### src/rtl/core/sta_pkg.sv
package sta_pkg;

    localparam int unsigned LIGHT_W = 10;
    localparam int unsigned TIME_W  = 32;
    localparam int unsigned HOLD_W  = 16;
    localparam int unsigned DUTY_W  = 8;
    localparam int unsigned PCT_W   = 7;
    localparam int unsigned CFG_IDX_W  = 3;
    localparam int unsigned CFG_DATA_W = 16;

    localparam logic [PCT_W-1:0] PCT_FULL = 7'd100;

    // Register reset values.
    localparam logic [LIGHT_W-1:0] DEADBAND_RST  = 10'd5;
    localparam logic [HOLD_W-1:0]  HOLDOFF_RST   = 16'd5000;
    localparam logic [DUTY_W-1:0]  FWD_OFF_RST   = 8'd120;
    localparam logic [DUTY_W-1:0]  REV_OFF_RST   = 8'd130;
    localparam logic [DUTY_W-1:0]  LIMIT_RST     = 8'd150;
    localparam logic [PCT_W-1:0]   TRAVEL_MIN_RST = 7'd0;
    localparam logic [PCT_W-1:0]   TRAVEL_MAX_RST = 7'd100;

    typedef enum logic [CFG_IDX_W-1:0] {
        CFG_DEADBAND   = 3'd0,
        CFG_HOLDOFF    = 3'd1,
        CFG_FWD_OFFSET = 3'd2,
        CFG_REV_OFFSET = 3'd3,
        CFG_DRV_LIMIT  = 3'd4,
        CFG_TRAVEL_MIN = 3'd5,
        CFG_TRAVEL_MAX = 3'd6
    } t_cfg_index;

    typedef enum logic [1:0] {
        DIR_STOP = 2'd0,
        DIR_FWD  = 2'd1,
        DIR_REV  = 2'd2
    } t_motor_dir;

    typedef struct packed {
        logic [LIGHT_W-1:0] deadband;
        logic [HOLD_W-1:0]  holdoff_ms;
        logic [DUTY_W-1:0]  forward_offset;
        logic [DUTY_W-1:0]  reverse_offset;
        logic [DUTY_W-1:0]  drive_limit;
        logic [PCT_W-1:0]   travel_min_pct;
        logic [PCT_W-1:0]   travel_max_pct;
    } t_cfg;

    typedef struct packed {
        logic [TIME_W-1:0] last_stop_time;
        t_motor_dir        direction;
        logic [DUTY_W-1:0] duty;
    } t_drive_state;

    typedef struct packed {
        logic [TIME_W-1:0]  now_ms;
        logic [LIGHT_W-1:0] light_east;
        logic [LIGHT_W-1:0] light_west;
        logic               limit_east;
        logic               limit_west;
        logic [PCT_W-1:0]   position_pct;
    } t_step_in;

endpackage

### src/rtl/core/sta_cfg.sv
module sta_cfg (
    input  logic                               i_clk,
    input  logic                               i_rst_n,
    input  logic                               i_cfg_we,
    input  logic [sta_pkg::CFG_IDX_W-1:0]      i_cfg_index,
    input  logic [sta_pkg::CFG_DATA_W-1:0]     i_cfg_data,
    output sta_pkg::t_cfg                      o_cfg
);
    import sta_pkg::*;

    t_cfg r_cfg;
    t_cfg n_cfg;

    always_comb begin
        n_cfg = r_cfg;
        if (i_cfg_we) begin
            case (t_cfg_index'(i_cfg_index))
                CFG_DEADBAND:   n_cfg.deadband       = i_cfg_data[LIGHT_W-1:0];
                CFG_HOLDOFF:    n_cfg.holdoff_ms     = i_cfg_data[HOLD_W-1:0];
                CFG_FWD_OFFSET: n_cfg.forward_offset = i_cfg_data[DUTY_W-1:0];
                CFG_REV_OFFSET: n_cfg.reverse_offset = i_cfg_data[DUTY_W-1:0];
                CFG_DRV_LIMIT:  n_cfg.drive_limit    = i_cfg_data[DUTY_W-1:0];
                CFG_TRAVEL_MIN: n_cfg.travel_min_pct = i_cfg_data[PCT_W-1:0];
                CFG_TRAVEL_MAX: n_cfg.travel_max_pct = i_cfg_data[PCT_W-1:0];
                default:        n_cfg = r_cfg;
            endcase
        end
    end

    always_ff @(posedge i_clk) begin
        if (!i_rst_n) begin
            r_cfg.deadband       <= DEADBAND_RST;
            r_cfg.holdoff_ms     <= HOLDOFF_RST;
            r_cfg.forward_offset <= FWD_OFF_RST;
            r_cfg.reverse_offset <= REV_OFF_RST;
            r_cfg.drive_limit    <= LIMIT_RST;
            r_cfg.travel_min_pct <= TRAVEL_MIN_RST;
            r_cfg.travel_max_pct <= TRAVEL_MAX_RST;
        end else begin
            r_cfg <= n_cfg;
        end
    end

    assign o_cfg = r_cfg;

endmodule

### src/rtl/core/sta_step.sv
module sta_step (
    input  sta_pkg::t_cfg         i_cfg,
    input  sta_pkg::t_step_in     i_step,
    input  sta_pkg::t_drive_state i_state,
    output sta_pkg::t_drive_state o_state,
    output logic                  o_held
);
    import sta_pkg::*;

    logic signed [LIGHT_W:0] diff;
    logic [LIGHT_W-1:0]      mag;
    logic [TIME_W-1:0]       elapsed;
    logic                    in_deadband;
    logic                    in_holdoff;
    logic [LIGHT_W:0]        offset_sum;
    logic [DUTY_W-1:0]       clamped;
    logic                    fwd_block;
    logic                    rev_block;

    always_comb begin
        diff = $signed({1'b0, i_step.light_west}) - $signed({1'b0, i_step.light_east});
        // Magnitude of an 11-bit difference of two 10-bit levels fits in 10 bits.
        mag  = diff[LIGHT_W] ? LIGHT_W'(-diff) : diff[LIGHT_W-1:0];
        in_deadband = mag < i_cfg.deadband;
        elapsed     = i_step.now_ms - i_state.last_stop_time;
        in_holdoff  = elapsed < {{(TIME_W-HOLD_W){1'b0}}, i_cfg.holdoff_ms};

        offset_sum = {1'b0, mag}
                   + {3'b000, diff[LIGHT_W] ? i_cfg.reverse_offset : i_cfg.forward_offset};
        clamped    = (offset_sum > {3'b000, i_cfg.drive_limit}) ?
                     i_cfg.drive_limit : offset_sum[DUTY_W-1:0];

        fwd_block = i_step.limit_west || (i_step.position_pct > i_cfg.travel_max_pct)
                 || (i_step.position_pct > PCT_FULL);
        rev_block = i_step.limit_east || (i_step.position_pct < i_cfg.travel_min_pct);

        o_state = i_state;
        o_held  = 1'b0;
        if (in_deadband) begin
            o_state.direction      = DIR_STOP;
            o_state.duty           = '0;
            o_state.last_stop_time = i_step.now_ms;
        end else if (in_holdoff) begin
            o_held = 1'b1;
        end else if (diff != '0) begin
            if (diff[LIGHT_W] ? rev_block : fwd_block) begin
                o_state.direction = DIR_STOP;
                o_state.duty      = '0;
            end else begin
                o_state.direction = diff[LIGHT_W] ? DIR_REV : DIR_FWD;
                o_state.duty      = clamped;
            end
        end
    end

endmodule

### src/rtl/core/solar_tracker_axis_drive.sv
// Single-axis tracker drive: one result beat for every input beat.
// A beat accepted into the input register moves through the step logic into the
// output register when that register is free or being emptied.
// Throughput: one beat per cycle while the output is not stalled; the step logic
// between the registers reads and updates the drive state in that same cycle.
// Reset (synchronous, active low): pipeline empty, drive stopped, stop time 0,
// configuration registers back to their default values.
module solar_tracker_axis_drive (
    input  logic                               i_clk,
    input  logic                               i_rst_n,
    // configuration write port
    input  logic                               i_cfg_we,
    input  logic [sta_pkg::CFG_IDX_W-1:0]      i_cfg_index,
    input  logic [sta_pkg::CFG_DATA_W-1:0]     i_cfg_data,
    // input channel
    input  logic                               i_in_valid,
    output logic                               o_in_stall,
    input  logic [sta_pkg::TIME_W-1:0]         i_now_ms,
    input  logic [sta_pkg::LIGHT_W-1:0]        i_light_east,
    input  logic [sta_pkg::LIGHT_W-1:0]        i_light_west,
    input  logic                               i_limit_east,
    input  logic                               i_limit_west,
    input  logic [sta_pkg::PCT_W-1:0]          i_position_pct,
    // output channel
    output logic                               o_out_valid,
    input  logic                               i_out_stall,
    output logic [1:0]                         o_motor_dir,
    output logic [sta_pkg::DUTY_W-1:0]         o_duty,
    output logic                               o_held
);
    import sta_pkg::*;

    t_cfg         cfg;
    t_step_in     r_in;
    logic         r_in_valid;
    t_drive_state r_state;
    t_drive_state n_state;
    logic         n_held;
    logic         r_out_valid;
    t_motor_dir   r_out_dir;
    logic [DUTY_W-1:0] r_out_duty;
    logic         r_out_held;
    logic         step_fire;
    logic         in_accept;

    sta_cfg u_cfg (
        .i_clk       (i_clk),
        .i_rst_n     (i_rst_n),
        .i_cfg_we    (i_cfg_we),
        .i_cfg_index (i_cfg_index),
        .i_cfg_data  (i_cfg_data),
        .o_cfg       (cfg)
    );

    // The step logic runs on the held input beat whenever the output register
    // is free or is being emptied in this cycle. The drive state only moves
    // when a step actually fires, so stalls never change its history.
    sta_step u_step (
        .i_cfg   (cfg),
        .i_step  (r_in),
        .i_state (r_state),
        .o_state (n_state),
        .o_held  (n_held)
    );

    assign step_fire  = r_in_valid && (!r_out_valid || !i_out_stall);
    // The input register refills in the same cycle that its beat moves on, so
    // a stall upstream is only raised when a full result is blocked downstream.
    assign o_in_stall = r_in_valid && !step_fire;
    assign in_accept  = i_in_valid && !o_in_stall;

    always_ff @(posedge i_clk) begin
        if (!i_rst_n) begin
            r_in_valid <= 1'b0;
        end else if (in_accept) begin
            r_in_valid <= 1'b1;
        end else if (step_fire) begin
            r_in_valid <= 1'b0;
        end
    end

    always_ff @(posedge i_clk) begin
        if (in_accept) begin
            r_in.now_ms       <= i_now_ms;
            r_in.light_east   <= i_light_east;
            r_in.light_west   <= i_light_west;
            r_in.limit_east   <= i_limit_east;
            r_in.limit_west   <= i_limit_west;
            r_in.position_pct <= i_position_pct;
        end
    end

    always_ff @(posedge i_clk) begin
        if (!i_rst_n) begin
            r_state.last_stop_time <= '0;
            r_state.direction      <= DIR_STOP;
            r_state.duty           <= '0;
        end else if (step_fire) begin
            r_state <= n_state;
        end
    end

    always_ff @(posedge i_clk) begin
        if (!i_rst_n) begin
            r_out_valid <= 1'b0;
        end else if (step_fire) begin
            r_out_valid <= 1'b1;
        end else if (!i_out_stall) begin
            r_out_valid <= 1'b0;
        end
    end

    always_ff @(posedge i_clk) begin
        if (step_fire) begin
            r_out_dir  <= n_state.direction;
            r_out_duty <= n_state.duty;
            r_out_held <= n_held;
        end
    end

    assign o_out_valid = r_out_valid;
    assign o_motor_dir = r_out_dir;
    assign o_duty      = r_out_duty;
    assign o_held      = r_out_held;

endmodule
### config.mk
export PLATFORM = sky130hd
export DESIGN_NAME = solar_tracker_axis_drive
export DESIGN_NICKNAME = d
export VERILOG_FILES = /design/src/rtl/core/sta_pkg.sv /design/src/rtl/core/sta_cfg.sv /design/src/rtl/core/sta_step.sv /design/src/rtl/core/solar_tracker_axis_drive.sv
export SDC_FILE = /design/constraint.sdc
export NUM_CORES = 1
export LEC_CHECK = 0
export BUFFER_PORTS_ARGS = -buffer_cell sky130_fd_sc_hd__buf_2
export CAP_MARGIN = 30
export CELL_PAD_IN_SITES_DETAIL_PLACEMENT = 0
export CELL_PAD_IN_SITES_GLOBAL_PLACEMENT = 1
export CORE_MARGIN = 2
export CORE_UTILIZATION = 36
export CTS_BUF_LIST = sky130_fd_sc_hd__clkbuf_2
export DETAILED_ROUTE_END_ITERATION = 12
export PLACE_DENSITY_LB_ADDON = 0.1
export SYNTH_ARGS = -nofsm -noshare
export SYNTH_HDL_FRONTEND = slang
export SYNTH_SLANG_ARGS = --single-unit
### constraint.sdc
create_clock -name i_clk -period 8.55 [get_ports i_clk]
set_input_delay 1.71 -clock i_clk [delete_from_list [all_inputs] [get_ports i_clk]]
set_output_delay 1.71 -clock i_clk [all_outputs]
set_load 0.01 [all_outputs]
==> impl_results.md, run 1 <==
- Avg Cell Area, Syn: 8.64 sq um
- Core ar.: 29700 sq um
- Rel. slew slack: 35.2%
- Initial Utilization: 36.6%
- Initial antenna violation count: 3
- Largest family of logic cells by synthesized area: simple AND/OR/NAND/NOR gates
- Synth unique cells: 79
- Vias per inst: 5.18
- Vias in the first global route: 8484
- IO buf count: 97
- Setup violators final: 0
- Arr. time, crit path: 7.04 ns
- Area Growth Syn to Fin: 10.5%
- Post-synthesis xor/xnor area fraction: 2.98%
- Resized cells post-CTS: 0
- Post-synth top flop: dfxtp_1
- Root Buffer: clkbuf_2
- Worst-path cell chain: ha_1 -> fa_1 -> nand2b_1 -> a21oi_1 -> or4_4 -> a41o_1 -> nor2_1 -> a21oi_1 -> ha_1 -> a21o_1 -> a21oi_1 -> nor2b_1 -> o21a_1 -> o41ai_1 -> xnor2_1 -> ha_1 -> nor4_1 -> nor3_1 -> nor2_1 -> o211a_1 -> mux2i_1 -> nor2_1 -> a311o_1
- DRC Markers: 0
- Post-synthesis compound-gate area fraction: 19.2%
- Skew final: 0.0458 ns
- Pwr Density: 186 nW/um^2
- Slowest-stage cell, CP: o41ai_1
- Skew-Pair Late Insertion Delay: 0.82 ns
- CP peak stage delay: 0.57 ns
- Clock-pin slew on the worst setup and hold paths: 0.26 ns
- Vias: 9048
- Hold Path Class: reg2reg
- RSZ-0062 raised after global routing: no
- Max Cap Viol: 0
- Worst Setup Path Type: reg2reg
- Gate Count Post-Synth: 1258
- Routed length per instance: 16.2 um
- H-tree Lvls: 4
- Critical path peak fanout: 14
- Max Slew Vio Count: 0
- Finished Core Util: 40.4%
- Placed inst area: 11800 sq um
- Post-CTS Setup Bufs: 0
- Final hold violations: 0
- Die Ht: 178 um
- DIE AREA: 31600 sq um
- Status: complete, no violations
- Detail Route Antenna Nets: 0
- Share of cells above drive strength 1: 12.3%
- Sum of buffers and inverters on the critical path: 0
- Final period utilization: 73.7%
- Final Critical Period: 6.30 ns
- Top delay family on crit path: compound AO/OA/AOI/OAI gates
- Simple-gate share of the synthesized area: 19.4%
- Static Leak: 4.74 nW
- CTS buffer count: 17
- Setup Total Neg Slack: 0 ns
- HPWL Detailed: 21100 um
- Hold buffers post-CTS: 0
- Tot GR Track Use: 18.7%
- Initial DRT Pass Iterations: 5
- Ys async rst share: 0%
- FP Rows: 63
- CTS tree: built
- Final instance area: 12000 sq um
- Die W: 178 um
- Largest net degree at the start of global routing: 62
- # nets final: 1526
- Mapped Area: 10900 sq um
- Post-synthesis mux area share: 1.85%
- Required @ worst endpoint: 9.29 ns
- Critical Path Start Type: flip-flop
- Worst-Margin Slew: 0.965 ns
- Fmax: 159 MHz
- EDFF count, synth: 72
- Register area share after synthesis: 39.8%
- CTS max path bufs: 2
- WHS: 0.470 ns
- Synth Area in Adders: 11.5%
- Drt total wl: 28300 um
- Synthesis Warnings: 0
- Peak supply drop: 0.0000790 V
- First-pass GRT wire length: 45800 um
- Post-Synthesis Net Count: 1441
- I/O pins: 98
- Crit. End Element: flip-flop
- Clock sink count: 180
- Placer Congestion: 0.818
- Seq cells post-synth: 180
- Starting DRT DRC Count: 454
- Gr ovfl total: 0
power by group:
group | switching [mW] | leakage, nW | internal [mW]
sequential | 0.0228 | 1.57 | 0.945
clock | 0.338 | 0.159 | 0.147
combinational | 0.473 | 3.00 | 0.308
kinds of logic after synthesis:
| group | count (synthesis) |
|---|---|
| AND/OR/NAND/NOR | 455 |
| XOR/XNOR | 37 |
| flip-flops | 180 |
| AO/OA/AOI/OAI | 318 |
| adder cells (fa/ha/maj) | 98 |
| multiplexers | 20 |
| buffers and inverters | 150 |
final cells by class:
| type | instances | area [sq um] |
|---|---|---|
| Tap cell | 390 | 488 |
| Sequential cell | 180 | 4320 |
| Inverter | 113 | 425 |
| Timing Repair Buffer | 103 | 531 |
| Clock inverter | 14 | 161 |
| Multi-Input combinational cell | 928 | 5980 |
| Clock buffer | 18 | 90.1 |
| Fill cell | 3076 | 17700 |
| Antenna cell | 2 | 5.00 |
metrics by stage:
| step | power (mW) | instances | setup WS (ns) |
|---|---|---|---|
| floorplan | 1.56 | 1258 | 3.11 |
| global placement | 1.77 | 1714 | 2.54 |
| detailed placement | 1.77 | 1714 | 2.26 |
| CTS | 2.27 | 1746 | 2.20 |
| global route | 2.42 | 1748 | 1.53 |
| finish | 2.23 | 1748 | 2.25 |
sequential cells by signal, indices dropped and copies added (netlist names):
name and flops:
o_duty 8, r_in_valid 1, r_state 42, o_motor_dir 2
u_cfg.o_cfg 64, o_out_valid 1, o_held 1, r_in 61
layer usage:
layer  track usage (%)  wire [um]
met5                 0          0
met3              3.96       1390
met1              28.3      15000
met2              26.9      11700
met4              3.83        240
cell usage after synthesis (11+ instances only):
library cell / number / area, sq um
nand2_1: 239 / 897
a21oi_1: 131 / 656
inv_1: 112 / 420
dfxtp_1: 108 / 2160
ha_1: 95 / 1190
edfxtp_1: 72 / 2160
nor2_1: 60 / 225
o21ai_0: 43 / 215
clkbuf_1: 32 / 120
nand3_1: 27 / 135
nor3_1: 27 / 135
xnor2_1: 25 / 219
a21o_1: 22 / 165
o211ai_1: 20 / 150
mux2i_1: 19 / 190
nand2b_1: 17 / 106
nand4_1: 17 / 106
o21a_1: 17 / 128
xor2_1: 12 / 105
nor3b_1: 11 / 82.6
or3_1: 11 / 68.8
worst min-delay path: cells and delay by family (launching register included):
kind	cells	cell delay, ns
DFF	1	0.36
AOI/OAI and AO/OA	1	0.05
and+or+nand+nor	1	0.05
placed cells by master, fill, tap and decap left out, drive strengths merged, types with 10 or more instances in the layout:
cell / n
o21a: 17
xor2: 12
nand4: 18
mux2i: 19
nand2b: 17
nand2: 241
clkbuf: 18
a21o: 22
or3: 11
a21oi: 135
dfxtp: 108
edfxtp: 72
nor3b: 11
a311o: 10
xnor2: 25
nor2: 61
buf: 103
inv: 121
nor3: 29
o21ai: 54
nand3: 27
o211ai: 20
ha: 95
worst paths after layout:
check	from	end	slack [ns]	depth (start not counted)
max	r_in[19]	r_state[0]	2.25	23
min reg2reg	r_state[28]	r_state[28]	0.47	2
min	r_state[28]	r_state[28]	0.47	2
max reg2reg	r_in[19]	r_state[0]	2.25	23
Power figures use the tool's default switching activity.
==> run 2, diff against run 1 <==
--- a/config.mk
+++ b/config.mk
@@ -5,6 +5,7 @@
 export SDC_FILE = /design/constraint.sdc
 export NUM_CORES = 1
 export LEC_CHECK = 0
+export ABC_AREA = 1
 export BUFFER_PORTS_ARGS = -buffer_cell sky130_fd_sc_hd__buf_2
 export CAP_MARGIN = 30
 export CELL_PAD_IN_SITES_DETAIL_PLACEMENT = 0
==> constraint.sdc (replaced) <==
create_clock -name i_clk -period 6.3 [get_ports i_clk]
set_input_delay 1.26 -clock i_clk [delete_from_list [all_inputs] [get_ports i_clk]]
set_output_delay 1.26 -clock i_clk [all_outputs]
set_load 0.01 [all_outputs]
==> run 2 against run 1 <==
Effect of this change: die area rose by 5.5%; final area is 5.8% higher; critical path depth up 8; flip-flop and latch count did not move; register-to-register slack worse by 1.2 ns.
==> impl_results.md, run 2 <==
- Status: complete, no violations
- Dpl ws: 1.10 ns (-1.16 ns)
- Placed cells: 2027 (+18%)
- Clock sink count: 180 (unchanged)
- WHS: 0.473 ns (+0.00360 ns)
- R2r endpoint: r_state[2]
- Static Leak: 6.05 nW (+28%)
- Sum of buffers and inverters on the critical path: 4 (+4)
- Fmax: 191 MHz (+20%)
- Post-Synthesis Net Count: 1734 (+20%)
- Launch point of the worst reg-to-reg path: r_in[12]
- Initial antenna violation count: 1 (-2)
- Hold buffers post-CTS: 0 (unchanged)
- Synthesis Warnings: 0 (unchanged)
- Rel. slew slack: 42.7% (+7.5 points)
- Post-synth top flop: dfxtp_1
- Gr ovfl total: 0 (unchanged)
- Setup ws final: 1.06 ns (-1.18 ns)
- Synth unique cells: 49 (-38%)
- Setup violators final: 0 (unchanged)
- CTS max path bufs: 2 (unchanged)
- Register area share after synthesis: 37.7% (-2.1 points)
- CP dominant cell by count: nand2_1
- Arr. time, crit path: 6.02 ns (-1.02 ns)
- Slowest-stage cell, CP: a21boi_2
- RSZ-0062 raised after global routing: no
- Most frequent cells in the layout: nand2_1, inv_1, a21oi_1
- Core ar.: 31500 sq um (+5.9%)
- Crit. End Element: flip-flop
- Synth top area cells: dfxtp_1, edfxtp_1, nand2_1, ha_1, inv_1
- Pwr Density: 270 nW/um^2 (+45%)
- Placed inst area: 12400 sq um (+5.6%)
- Final period utilization: 83.1% (+9.4 points)
- Detail Route Antenna Nets: 0 (unchanged)
- Skew final: 0.0479 ns (+0.00210 ns)
- CTS buffer count: 17 (unchanged)
- Vias per inst: 4.79 (-7.5%)
- FP Rows: 65 (+3.2%)
- Final hold violations: 0 (unchanged)
- Critical path peak fanout: 19 (+5)
- DIE AREA: 33300 sq um (+5.5%)
- Starting DRT DRC Count: 567 (+25%)
- Peak supply drop: 0.000147 V (+86%)
- IO buf count: 97 (unchanged)
- Gate Count Post-Synth: 1551 (+23%)
- Top delay family on crit path: simple AND/OR/NAND/NOR gates
- Largest net degree at the start of global routing: 61 (-1.6%)
- Seq cells post-synth: 180 (unchanged)
- Worst Hold Depth: 2 (unchanged)
- Required @ worst endpoint: 7.08 ns (-2.21 ns)
- Critical Path Start Type: flip-flop
- Resized cells post-CTS: 0 (unchanged)
- Root Buffer: clkbuf_2
- Top cells by count, synth: nand2_1, inv_1, a21oi_1
- Max Slew Vio Count: 0 (unchanged)
- Mapped Area: 11500 sq um (+5.6%)
- CP peak stage delay: 0.54 ns (-0.03 ns)
- Setup Total Neg Slack: 0 ns (unchanged)
- First-pass GRT wire length: 50900 um (+11%)
- Dominant cell type by area after synthesis: dfxtp_1
- Routed length per instance: 15.5 um (-4.5%)
- Placer Congestion: 0.877 (+7.2%)
- Worst Setup Path Type: reg2reg
- Max Cap Viol: 0 (unchanged)
- Die Ht: 183 um (+2.7%)
- EDFF count, synth: 72 (unchanged)
- WHS Endpoint: r_state[23]
- Tot GR Track Use: 19.7% (+1.1 points)
- Finished Core Util: 40.4% (-0.049 points)
- Hold Path Class: reg2reg
- Crit path depth: 31 (+35%)
- Initial DRT Pass Iterations: 7 (+2)
- Worst r2r path cells: 31 (+35%)
- Avg Cell Area, Syn: 7.40 sq um (-14%)
- Count leader, synth: nand2_1
- Post-CTS Setup Bufs: 0 (unchanged)
- Initial Utilization: 36.5% (-0.097 points)
- Area Growth Syn to Fin: 10.6%
- Max reg flops: 64 (unchanged)
- DRC Markers: 0 (unchanged)
- CTS tree: built
- FF-to-FF setup slack: 1.06 ns (-1.18 ns)
- Most common cell after layout, fill and taps aside: nand2_1
- Vias: 9868 (+9.1%)
- Final instance area: 12700 sq um (+5.8%)
- Final Instance Count excl. Fillers: 2060 (+18%)
- H-tree Lvls: 4 (unchanged)
- Area share of the largest cell type after synthesis: 18.8% (-1.1 points)
- Drt total wl: 31900 um (+13%)
- Worst-Margin Slew: 0.856 ns (-0.108 ns)
- HP Start: r_state[23]
- Vias in the first global route: 9282 (+9.4%)
- # nets final: 1827 (+20%)
- Die W: 183 um (+2.7%)
- Final Critical Period: 5.24 ns (-1.07 ns)
- Design Power: 3.43 mW (+54%)
- Share of cells above drive strength 1: 12.6% (+0.24 points)
- Clock-pin slew on the worst setup and hold paths: 0.26 ns (about the same)
- I/O pins: 98 (unchanged)
- HPWL Detailed: 25200 um (+20%)
- Ys async rst share: 0% (unchanged)
- Skew-Pair Late Insertion Delay: 0.87 ns (+0.05 ns)
[run 2: cell types whose count changed in the layout (fill, tap and decap cells not counted), moves of 21 or more]
| cell | change |
|---|---|
| inv_1 | +166 |
| nor2_1 | +32 |
| o21ai_0 | +63 |
| nand2_1 | +122 |
| xnor2_1 | -21 |
| nand3_1 | +70 |
| a21o_1 | -22 |
[run 2: power breakdown]
group | switching [mW] | internal, mW | total (mW)
logic | 0.910 | 0.473 | 1.38
registers | 0.0292 | 1.30 | 1.33
clock network | 0.451 | 0.274 | 0.724
[run 2: worst register-to-register path, delay by kind of cell, from the launching register on]
family | cells | cell delay (ns)
buffers and inverters | 4 | 0.58
XOR/XNOR | 1 | 0.22
flip-flops | 1 | 0.43
AND/OR/NAND/NOR | 19 | 1.86
adder cells (fa/ha/maj) | 4 | 1.32
AO/OA/AOI/OAI | 3 | 0.76
[run 2: worst max path at each step]
stage               startpoint         end  slack, ns
floorplan             r_in[19]   o_duty[0]       1.73
finish                r_in[12]  r_state[2]       1.06
global route          r_in[12]  r_state[2]       0.46
detailed placement    r_in[12]   o_duty[1]       1.10
CTS                   r_in[14]  r_state[2]       1.06
global placement      r_in[12]   o_duty[6]       1.18
[run 2: layout make-up]
cell class / instances / area [sq um]
fill: 3330 / 18800
multi-input combinational: 1057 / 5970
sequential: 180 / 4320
inverter: 286 / 1070
timing repair buffer: 102 / 536
tap: 402 / 503
clock inverter: 13 / 196
clock buffer: 19 / 95.1
antenna: 1 / 2.50
[run 2: logic make-up after synthesis]
family / count (synthesis) / synth area share, %
buffers and inverters: 314 / 10.4
xor gates and xnor gates: 28 / 2.14
and+or+nand+nor: 652 / 25.7
AOI/OAI and AO/OA: 279 / 13.3
DFF: 180 / 37.7
adders and majority gates: 98 / 10.9
[run 2: layer usage]
layer	global-route usage [%]	routed length, um	up-vias
met5	0	0	-
met4	4.74	400	0
met3	3.31	1300	20
met2	30.4	13700	186
met1	28.7	16500	4432
li1	-	-	5230
